## src/rtl/core/acec_pkg.sv

```systemverilog
// Package for the alignment column error counter.
// Holds the word types, count indexes and character helpers; no dependencies.
package acec_pkg;

  // Width of each running count.
  localparam int COUNT_BITS = 32;
  localparam int NUM_COUNTS = 10;
  localparam int FIELD_BITS = 32;

  localparam logic [7:0] GAP_CHAR = 8'h2D;
  localparam logic [7:0] CASE_OFFSET = 8'h20;

  typedef logic [COUNT_BITS-1:0] count_t;

  // Positions of the counts, in result order.
  typedef enum logic [3:0] {
    CNT_SUB       = 4'd0,
    CNT_INS       = 4'd1,
    CNT_DEL       = 4'd2,
    CNT_EDIT      = 4'd3,
    CNT_CORR_TRUE = 4'd4,
    CNT_CORR_FALSE = 4'd5,
    CNT_UNC_TRUE  = 4'd6,
    CNT_UNC_FALSE = 4'd7,
    CNT_CORR_TOT  = 4'd8,
    CNT_UNC_TOT   = 4'd9
  } count_idx_t;

  typedef struct packed {
    logic [7:0] ref_char;
    logic [7:0] read_char;
    logic       last_column;
  } in_word_t;

  typedef struct packed {
    logic [FIELD_BITS-1:0] substitutions;
    logic [FIELD_BITS-1:0] insertions;
    logic [FIELD_BITS-1:0] deletions;
    logic [FIELD_BITS-1:0] edit_total;
    logic [FIELD_BITS-1:0] corrected_true;
    logic [FIELD_BITS-1:0] corrected_false;
    logic [FIELD_BITS-1:0] uncorrected_true;
    logic [FIELD_BITS-1:0] uncorrected_false;
    logic [FIELD_BITS-1:0] corrected_total;
    logic [FIELD_BITS-1:0] uncorrected_total;
  } out_word_t;

  function automatic logic is_upper(input logic [7:0] c);
    return (c >= 8'h41) && (c <= 8'h5A);
  endfunction

  function automatic logic is_lower(input logic [7:0] c);
    return (c >= 8'h61) && (c <= 8'h7A);
  endfunction

  // Plain ASCII upper-case folding.
  function automatic logic [7:0] fold_case(input logic [7:0] c);
    return is_lower(c) ? (c - CASE_OFFSET) : c;
  endfunction

endpackage

```

## src/rtl/core/alignment_column_error_counter.sv

```systemverilog
// Alignment column error counter: classifies one column per word and keeps
// ten saturating counts, emitting them on the last column. Uses acec_pkg.
//
// A word is registered at input and classified and counted from that
// register; a last column's result is loaded into the result register
// that drives out_valid. Throughput: one column per cycle; input stalls
// only when a last column waits on a full result register. rst_n
// (synchronous) clears all counts and both valid flags.
module alignment_column_error_counter
  import acec_pkg::*;
(
  input  logic      clk,
  input  logic      rst_n,
  input  logic      in_valid,
  output logic      in_ready,
  input  in_word_t  in_word,
  output logic      out_valid,
  input  logic      out_ready,
  output out_word_t out_word
);

  localparam count_t COUNT_MAX = '1;

  in_word_t  s1_r;
  logic      s1_v_r;
  logic      s1_adv;
  count_t    cnt_r [NUM_COUNTS];
  count_t    cnt_nxt [NUM_COUNTS];
  logic [NUM_COUNTS-1:0] inc;
  logic      out_valid_r;
  out_word_t out_word_r;
  out_word_t out_word_nxt;
  logic      s1_last;
  logic      cnt_zero;

  // Stage 1 moves on unless a last column meets a result that is still held.
  assign s1_last  = s1_v_r && s1_r.last_column;
  assign s1_adv   = s1_v_r && !(s1_r.last_column && out_valid_r && !out_ready);
  assign in_ready = !s1_v_r || s1_adv;

  // Column classification.
  always_comb begin
    logic rgap, qgap, same, corr, unc;
    rgap = (s1_r.ref_char == GAP_CHAR);
    qgap = (s1_r.read_char == GAP_CHAR);
    same = (fold_case(s1_r.ref_char) == fold_case(s1_r.read_char));
    corr = is_upper(s1_r.read_char) || qgap;
    unc  = is_lower(s1_r.read_char);
    inc = '0;
    inc[CNT_SUB]        = !rgap && !qgap && !same;
    inc[CNT_INS]        = rgap && !qgap;
    inc[CNT_DEL]        = qgap && !rgap;
    inc[CNT_EDIT]       = (s1_r.ref_char != s1_r.read_char);
    inc[CNT_CORR_TRUE]  = corr && same;
    inc[CNT_CORR_FALSE] = corr && !same;
    inc[CNT_UNC_TRUE]   = unc && same;
    inc[CNT_UNC_FALSE]  = unc && !same;
    inc[CNT_CORR_TOT]   = corr;
    inc[CNT_UNC_TOT]    = unc;
  end

  // Saturating increments.
  always_comb begin
    for (int k = 0; k < NUM_COUNTS; k++) begin
      if (inc[k] && (cnt_r[k] != COUNT_MAX)) begin
        cnt_nxt[k] = cnt_r[k] + count_t'(1);
      end else begin
        cnt_nxt[k] = cnt_r[k];
      end
    end
  end

  // Result word built from the updated counts, low field bits of each.
  always_comb begin
    out_word_nxt.substitutions     = FIELD_BITS'(cnt_nxt[CNT_SUB]);
    out_word_nxt.insertions        = FIELD_BITS'(cnt_nxt[CNT_INS]);
    out_word_nxt.deletions         = FIELD_BITS'(cnt_nxt[CNT_DEL]);
    out_word_nxt.edit_total        = FIELD_BITS'(cnt_nxt[CNT_EDIT]);
    out_word_nxt.corrected_true    = FIELD_BITS'(cnt_nxt[CNT_CORR_TRUE]);
    out_word_nxt.corrected_false   = FIELD_BITS'(cnt_nxt[CNT_CORR_FALSE]);
    out_word_nxt.uncorrected_true  = FIELD_BITS'(cnt_nxt[CNT_UNC_TRUE]);
    out_word_nxt.uncorrected_false = FIELD_BITS'(cnt_nxt[CNT_UNC_FALSE]);
    out_word_nxt.corrected_total   = FIELD_BITS'(cnt_nxt[CNT_CORR_TOT]);
    out_word_nxt.uncorrected_total = FIELD_BITS'(cnt_nxt[CNT_UNC_TOT]);
  end

  // Input register.
  always_ff @(posedge clk) begin
    if (!rst_n) begin
      s1_v_r <= 1'b0;
    end else if (in_ready) begin
      s1_v_r <= in_valid;
    end
    if (in_ready && in_valid) begin
      s1_r <= in_word;
    end
  end

  // Running counts, cleared after a last column.
  always_ff @(posedge clk) begin
    if (!rst_n) begin
      for (int k = 0; k < NUM_COUNTS; k++) cnt_r[k] <= '0;
    end else if (s1_adv) begin
      for (int k = 0; k < NUM_COUNTS; k++) begin
        cnt_r[k] <= s1_r.last_column ? '0 : cnt_nxt[k];
      end
    end
  end

  // Result register.
  always_ff @(posedge clk) begin
    if (!rst_n) begin
      out_valid_r <= 1'b0;
    end else if (s1_adv && s1_r.last_column) begin
      out_valid_r <= 1'b1;
    end else if (out_ready) begin
      out_valid_r <= 1'b0;
    end
    if (s1_adv && s1_r.last_column) begin
      out_word_r <= out_word_nxt;
    end
  end

  assign out_valid = out_valid_r;
  assign out_word  = out_word_r;

  always_comb begin
    cnt_zero = 1'b1;
    for (int k = 0; k < NUM_COUNTS; k++) begin
      if (cnt_r[k] != '0) cnt_zero = 1'b0;
    end
  end

  // A finished last column leaves all counts at zero.
  a_clear_after_last: assert property (@(posedge clk) disable iff (!rst_n)
    (s1_adv && s1_r.last_column) |=> cnt_zero)
    else $error("counts not cleared after last column");

  // A finished last column always produces a held result.
  a_result_loaded: assert property (@(posedge clk) disable iff (!rst_n)
    (s1_adv && s1_r.last_column) |=> out_valid_r)
    else $error("last column produced no result");

  // Input stalls only behind a last column blocked by a full result.
  a_stall_cause: assert property (@(posedge clk) disable iff (!rst_n)
    !in_ready |-> (s1_last && out_valid_r && !out_ready))
    else $error("input stalled without cause");

  // A read byte is never both corrected and uncorrected.
  a_class_excl: assert property (@(posedge clk) disable iff (!rst_n)
    s1_v_r |-> $onehot0({inc[CNT_CORR_TOT], inc[CNT_UNC_TOT]}))
    else $error("read byte in both classes");

endmodule
```

## config.mk

```make
export PLATFORM = sky130hd
export DESIGN_NAME = alignment_column_error_counter
export DESIGN_NICKNAME = d
export VERILOG_FILES = /design/src/rtl/core/acec_pkg.sv /design/src/rtl/core/alignment_column_error_counter.sv
export SDC_FILE = /design/constraint.sdc
export NUM_CORES = 1
export LEC_CHECK = 0
export BUFFER_PORTS_ARGS = -buffer_cell sky130_fd_sc_hd__buf_2
export CAP_MARGIN = 20
export CORE_UTILIZATION = 55
export CTS_CLUSTER_DIAMETER = 40
export DETAILED_ROUTE_END_ITERATION = 7
export GPL_TIMING_DRIVEN = 0
export HOLD_SLACK_MARGIN = 0.15
export PLACE_DENSITY = 0.87
export REMOVE_ABC_BUFFERS = 1
export SLEW_MARGIN = 20
export SYNTH_ARGS = -nofsm -noshare
export SYNTH_HDL_FRONTEND = slang
export SYNTH_SLANG_ARGS = --single-unit
```

## constraint.sdc

```tcl
create_clock -name clk -period 42.4 [get_ports clk]
set_input_delay 8.48 -clock clk [delete_from_list [all_inputs] [get_ports clk]]
set_output_delay 8.48 -clock clk [all_outputs]
set_load 0.01 [all_outputs]
```

==> results.md, run 1 <==
* Most used DFF post-synth: edfxtp_1
* Largest family of logic cells by synthesized area: simple AND/OR/NAND/NOR gates
* YS warnings at 0
* Setup Viol. Count Final at 0
* CTS Root Buffer Type: clkbuf_16
* Dominant cells by area after synthesis: edfxtp_1, and2_1, xor2_1
* Internal power at 1.23 mW
* Number of remaining DRC errors at 0
* Outcome: completed
* R2R depth at 10
* Register bit total from synthesis at ~660
* # rows at 86
* Clock Skews at between 0.02 and 0.025 ns
* GPL Wtd Cong at between 0.8 and 0.9
* Sum Neg Setup Slack at 0 ns
* Full die area at approximately 57000 µm²
* Vias at ~21000
* Starting DRC count in detailed routing at around 1800
* Post-Synthesis Cells at 2380
* Final nets at 2797
* CTS Buffer Depth at 3
* Vias in the first global route at around 21000
* Worst slew pin tran at between 1 and 1.5 ns
* CP Data Arrival Time at 9.43 ns
* H-Tree Depth at 3
* # fillers at between 3000 and 4000
* Crit start category: primary input
* Peak supply drop at approximately 36 µV
* Kind of critical path: in2out
* First-pass GRT wire length at 111000 µm
* Switching Power at approximately 0.37 mW
* Post-synthesis mux area share at 0.0142
* Worst-path maximum fanout at 5
* Initial antenna violation count at 2
* Cell area after synthesis at about 31000 µm²
* Die height at 238 µm
* Post-synthesis sequential area ratio at 0.647
* Critical R2R Launch: s1_r[6]
* PostCTS Resize Cnt at 0
* Max-Cap Viols at 0
* Clk network pwr share at 0.470
* HP Start: cnt_r[6][24]
* DRT antenna net count at 0
* Non-Filler Instances at about 3600
* Synth area leader: edfxtp_1
* WP data required at 33.92 ns
* Leading cell type in the layout, fill and taps excluded: edfxtp_1
* Die width at approximately 240 µm
* Total grt overflow at 0
* Sequential share of power at 0.482
* Crit end category: output pin
* Post-synthesis xor/xnor area fraction at 0.0758
* TritonCTS clock tree: built
* WL/cell at 19.9 µm
* Post-Route WL at roughly 71000 µm
* Number of port buffers at roughly 340
* Synth unique cells at between 70 and 80
* Postcts setup bufs at 0
* Reg clk slew, reported paths at ~0.050 ns
* # IOs at 343
* CTS Sinks at 659
* Post-Synth Simple-Gate Area at 0.205
* Worst Hold Depth at 1
* WHS Endpoint: out_word[120]
* Gr usage total at 0.249
* Share of synthesized registers carrying an async set or reset at 0
* Largest net degree at the start of global routing at 79
* Capture point of the worst reg-to-reg path: cnt_r[4][19]
* Cts bufs inserted at approximately 90
* Final hold vios at 0
* Pwr dens at roughly 44 nW/µm²
* Hpwl dp at about 48000 µm
* Post-synth EDFFs at around 660
* Inst Count DP at roughly 3400
* Clock latency on the worst-skew pair at 0.63 ns
* Pleak at 13.6 nW
* R2R Setup Slk at approximately 38 ns
* HP Class: reg2reg
* Drt pass-1 iters at 5
* Slew headroom at 0.270
* Final Cycle Share at 0.422
* Part of the power in combinational logic at 0.048
* Core ar. at between 50000 and 60000 µm²
* Fmax at 55.8 MHz
* Via density per instance at ~5.8
* Adder-cell share of the synthesized area at 0.00532
* Synth Area per Inst at around 13 µm²
* RSZ-0062 raised after global routing: no
* Share of cells above drive strength 1 at 0.207
* CTS Hold Bufs at 0
* Most frequent cells in the layout: edfxtp_1, buf_2, and2_1, nand2_1, xor2_1
* Fin Hold WS at ~0.61 ns
* Period minus WS final at 17.91 ns
* Sw Share at 0.234
* Area growth from synthesis to layout at 19.9%
* Synth top area share at 0.645
* Slew Limit Fails at 0
* Compound-Gate Fraction of Synth Area at 0.0367
* Post-layout util at 0.667
* Starting Density at 0.556
==> per-layer routing <==
metal / routed length [µm] / track usage
met1: 28400 / 0.319
met2: 34500 / 0.407
met3: 6150 / 0.0641
met4: 2050 / 0.0954
met5: 13 / 0
==> worst max-delay path by stage <==
stage,start,endpoint,cells after the start
after floorplan,out_ready,out_word[0],2
after global placement,out_ready,out_word[96],3
after detailed placement,out_ready,in_ready,4
after CTS,out_ready,in_ready,4
after global routing,out_ready,in_ready,4
final,out_ready,in_ready,4
==> layout make-up <==
cell class / count / area (µm²) / area share
Tap cell: 748 / 936 / 0.0255
Sequential cell: 659 / 19800 / 0.539
Multi-Input combinational cell: 1598 / 10400 / 0.284
Inverter: 42 / 158 / 0.00430
Antenna cell: 1 / 2.50 / 0.0000683
Clock inverter: 65 / 774 / 0.0211
Timing Repair Buffer: 374 / 2390 / 0.0651
Clock buffer: 94 / 2230 / 0.0610
==> Yosys cell counts (3+ instances only) <==
library cell,number
edfxtp_1,657
and2_1,253
nand2_1,223
xor2_1,156
nand3_1,112
xnor2_1,106
nor2_1,105
nand4_1,83
clkbuf_1,70
a21oi_1,65
and3_1,63
nor3_1,53
inv_1,42
and4_1,38
or3_1,37
mux2i_1,32
o21ai_0,31
nand2b_1,30
or4_1,28
o31ai_1,24
nor4_1,22
ha_1,13
mux2_2,10
nand4b_1,10
nor2b_1,8
nor4_2,8
nor3b_1,7
buf_2,6
nor3_2,6
nor4b_1,6
or4_4,5
nand3b_1,4
o21a_1,4
o21ai_1,4
a31o_2,3
o211ai_1,3
o41ai_1,3
or2_2,3
or4b_1,3
==> worst max-delay path: stages <==
cell and delay [ns]:
buf_2 0.09, nor2b_1 0.46, nand3_1 0.21, buf_2 0.18
==> logic make-up (layout without fill, tap and decap cells) <==
family / Yosys count / in the layout
fa+ha+maj: 13 / 13
mux: 42 / 42
buf+inv: 123 / 575
compound gates: 165 / 165
xor+xnor: 263 / 263
flops: 659 / 659
simple gates: 1115 / 1115
other cells: 0 / 1
==> registers in the layout, indices dropped and copies added, names as in the netlist <==
name,cells
cnt_r,320
out_valid,1
out_word,320
s1_r,17
s1_v_r,1
==> power by group through the flow <==
stage	Sequential (mW)	Combinational, mW	Clock (mW)
5_1_grt	0.775	0.0821	0.788
3_5_place_dp	0.784	0.0755	0
6_report	0.772	0.0760	0.753
3_3_place_gp	0.799	0.0666	0
4_1_cts	0.771	0.0762	0.764
2_1_floorplan	0.795	0.0385	0
==> stage by stage <==
stage	setup WS, ns	area, µm²	power [mW]
5_1_grt	24.45	36700	1.65
2_1_floorplan	19.57	30200	0.833
3_3_place_gp	14.17	32900	0.865
6_report	24.49	36700	1.60
4_1_cts	24.50	36700	1.61
3_5_place_dp	24.53	33600	0.859
Note: power is estimated with default switching activity, not from simulation.
==> run 2, diff against run 1 <==
- ABC_AREA: unset -> 1
- PLACE_DENSITY: 0.87 -> 0.86
- clock period: 42.4 -> 17.95 ns (I/O delays scaled with it)
==> run 2 against run 1 <==
  * Sequential share of layout area decreased by 5.0 points
  * Largest cell class unchanged
  * First-iteration DRC count increased by 23%
  * Clock power increased to 2.6 times the previous value
  * Sequential power increased by 140%
  * Sequential cell count unchanged
  * Utilization decreased by 1.1 points
  * Non-clock buffer count decreased by 14
  * Setup slack got worse by 14 ns
  * Die area increased by 12%
  * Register-to-register slack got worse by 24 ns
  * Critical path type unchanged
==> results.md, run 2 <==
* Drt pass-1 iters at 6 (+1)
* Reg clk slew, reported paths at 0.05 ns (about the same)
* Synth Area per Inst at 9.02 µm² (-30%)
* Clock Skews at 0.0279 ns (+0.00486 ns)
* HP Start: cnt_r[2][26]
* Period minus WS final at 7.74 ns
* Total grt overflow at 0 (unchanged)
* CTS Sinks at 659 (unchanged)
* Wl on met1 at 35500 µm (+25%)
* Crit start category: primary input
* Top sig layer: met5
* Post-layout util at 0.655 (-0.0114)
* Peak supply drop at 88.1 µV (+150%)
* Setup Viol. Count Final at 0 (unchanged)
* HP Class: reg2reg
* Post-Synthesis Cells at 3811 (+60%)
* Largest net degree at the start of global routing at 126 (+59%)
* # IOs at 343 (unchanged)
* Vias at 28256 (+35%)
* Final hold vios at 0 (unchanged)
* Final nets at 4189 (+50%)
* Starting DRC count in detailed routing at 2241 (+23%)
* Starting Density at 0.557 (+0.000655)
* Fin Hold WS at 0.585 ns (-0.0219 ns)
* Die height at 252 µm (+6.0%)
* YS warnings at 0 (unchanged)
* Worst slew pin tran at 0.976 ns (-0.114 ns)
* # fillers at 4850 (+32%)
* H-Tree Depth at 3 (unchanged)
* Final Cycle Share at 0.431
* Die width at 252 µm (+6.0%)
* Postcts setup bufs at 0 (unchanged)
* # rows at 91 (+5.8%)
* Share of synthesized registers carrying an async set or reset at 0 (unchanged)
* Full die area at 63500 µm² (+12%)
* Synth unique cells at 34 (-53%)
* Worst-path maximum fanout at 3 (-2)
* DRT antenna net count at 0 (unchanged)
* Register bit total from synthesis at 659 (unchanged)
* Number of port buffers at 342 (unchanged)
* Clock latency on the worst-skew pair at 0.66 ns (+0.03 ns)
* Pleak at 16.5 nW (+21%)
* Post-synthesis sequential area ratio at 0.575 (-0.0711)
* Crit end category: output pin
* WL/cell at 17.1 µm (-14%)
* Max-Cap Viols at 0 (unchanged)
* CTS Hold Bufs at 0 (unchanged)
* CP Data Arrival Time at 4.15 ns (-5.28 ns)
* Cell area after synthesis at 34400 µm² (+12%)
* Synth area leader: edfxtp_1
* Outcome: completed
* Area growth from synthesis to layout at 17.7%
* Fmax at ~130 MHz
* CTS Buffer Depth at 3 (unchanged)
* Post-Route WL at 86800 µm (+22%)
* Pwr dens at 99.2 nW/µm² (+130%)
* TritonCTS clock tree: built
* Synth top cells by count: nand2_1, edfxtp_1, inv_1, nor2_1, a21oi_1
* Share of cells above drive strength 1 at 0.132 (-0.0744)
* GPL Wtd Cong at 0.944 (+9.8%)
* WL met2 at 41100 µm (+19%)
* Sum Neg Setup Slack at 0 ns (unchanged)
* Antenna diodes at 0 (-1)
* Number of remaining DRC errors at 0 (unchanged)
* Hpwl dp at 59200 µm (+23%)
* Synth top area share at 0.574 (-0.0710)
* Post-synth EDFFs at 657 (unchanged)
* Inst Count DP at 4895 (+43%)
* PostCTS Resize Cnt at 0 (unchanged)
* Vias in the first global route at 26896 (+30%)
* CTS Root Buffer Type: clkbuf_16
* WP data required at 14.36 ns (-19.56 ns)
* Kind of critical path: in2out
* Most frequent cells in the layout: nand2_1, edfxtp_1, inv_1, nor2_1, buf_2
* Via density per instance at 5.57 (-4.6%)
* Top-count cell post-synth: nand2_1
* Core ar. at 61700 µm² (+12%)
* Gr usage total at 0.269 (+0.0204)
* Critical Path Start: out_ready
* Non-Filler Instances at 5073 (+42%)
* RSZ-0062 raised after global routing: no
* First-pass GRT wire length at 137000 µm (+23%)
* Most used DFF post-synth: edfxtp_1
* Leading cell type in the layout, fill and taps excluded: nand2_1
* Initial antenna violation count at 1 (-1)
* Cts bufs inserted at 95 (+8.0%)
* Slew Limit Fails at 0 (unchanged)
* Slew headroom at 0.349 (+0.0794)
* Dominant cells by area after synthesis: edfxtp_1, nand2_1, inv_1
* Met3 routed WL at 7950 µm (+29%)
* Critical R2R Launch: s1_r[7]
run 2: cell types whose count changed after synthesis, moves of 73 or more:
cell and delta:
nand4_1 +100, inv_1 +373, nand3_1 +80, nand2_1 +896
a21oi_1 +179, nor3_1 +73, and2_1 -247, nor2_1 +294
run 2: area by class of cell:
type	count	area [µm²]	share of cell area
flip-flops and latches	659	19800	0.489
multi-input cells	2614	12500	0.310
clock buffers	103	2420	0.0598
repair buffers	360	2140	0.0528
inverters	425	1610	0.0399
well taps	837	1050	0.0259
clock inverters	75	921	0.0228
run 2: path summary, 6_finish.rpt:
check,depth (start not counted),slack (ns),end
setup / recovery,4,10.21,in_ready
setup reg to reg,14,13.55,cnt_r[9][18]
hold reg to reg,2,0.58,out_word[250]
hold / removal,2,0.58,out_word[250]
run 2: stage by stage:
stage / setup WS, ns / area, µm² / power [mW]
2_1_floorplan: 7.23 / 33900 / 2.01
3_3_place_gp: 4.40 / 36600 / 2.10
3_5_place_dp: 10.21 / 37100 / 2.10
4_1_cts: 10.20 / 40400 / 4.04
5_1_grt: 10.16 / 40400 / 4.13
6_report: 10.21 / 40400 / 4.01
run 2: cells by family after synthesis:
family,Yosys count,synth area share
adder cells (fa/ha/maj),13,0.00473
AO/OA/AOI/OAI,265,0.0391
XOR/XNOR,217,0.0553
buffers and inverters,538,0.0606
flip-flops,659,0.575
AND/OR/NAND/NOR,2119,0.265
run 2: routing by layer:
layer | GRT usage | up-vias
met5 | 0 | -
met4 | 0.0930 | 2
met3 | 0.0638 | 179
met2 | 0.440 | 1266
met1 | 0.351 | 13219
li1 | - | 13590
run 2: critical path: stages:
cell	delay, ns
buf_2	0.10
inv_1	0.10
nand4_1	0.17
buf_2	0.19
run 2: power breakdown:
group / switching [mW] / leakage, nW / internal, mW
registers: 0.0609 / 6.59 / 1.77
clock network: 0.777 / 1.63 / 1.16
logic: 0.167 / 8.31 / 0.0721
total: 1.01 / 16.5 / 3.01
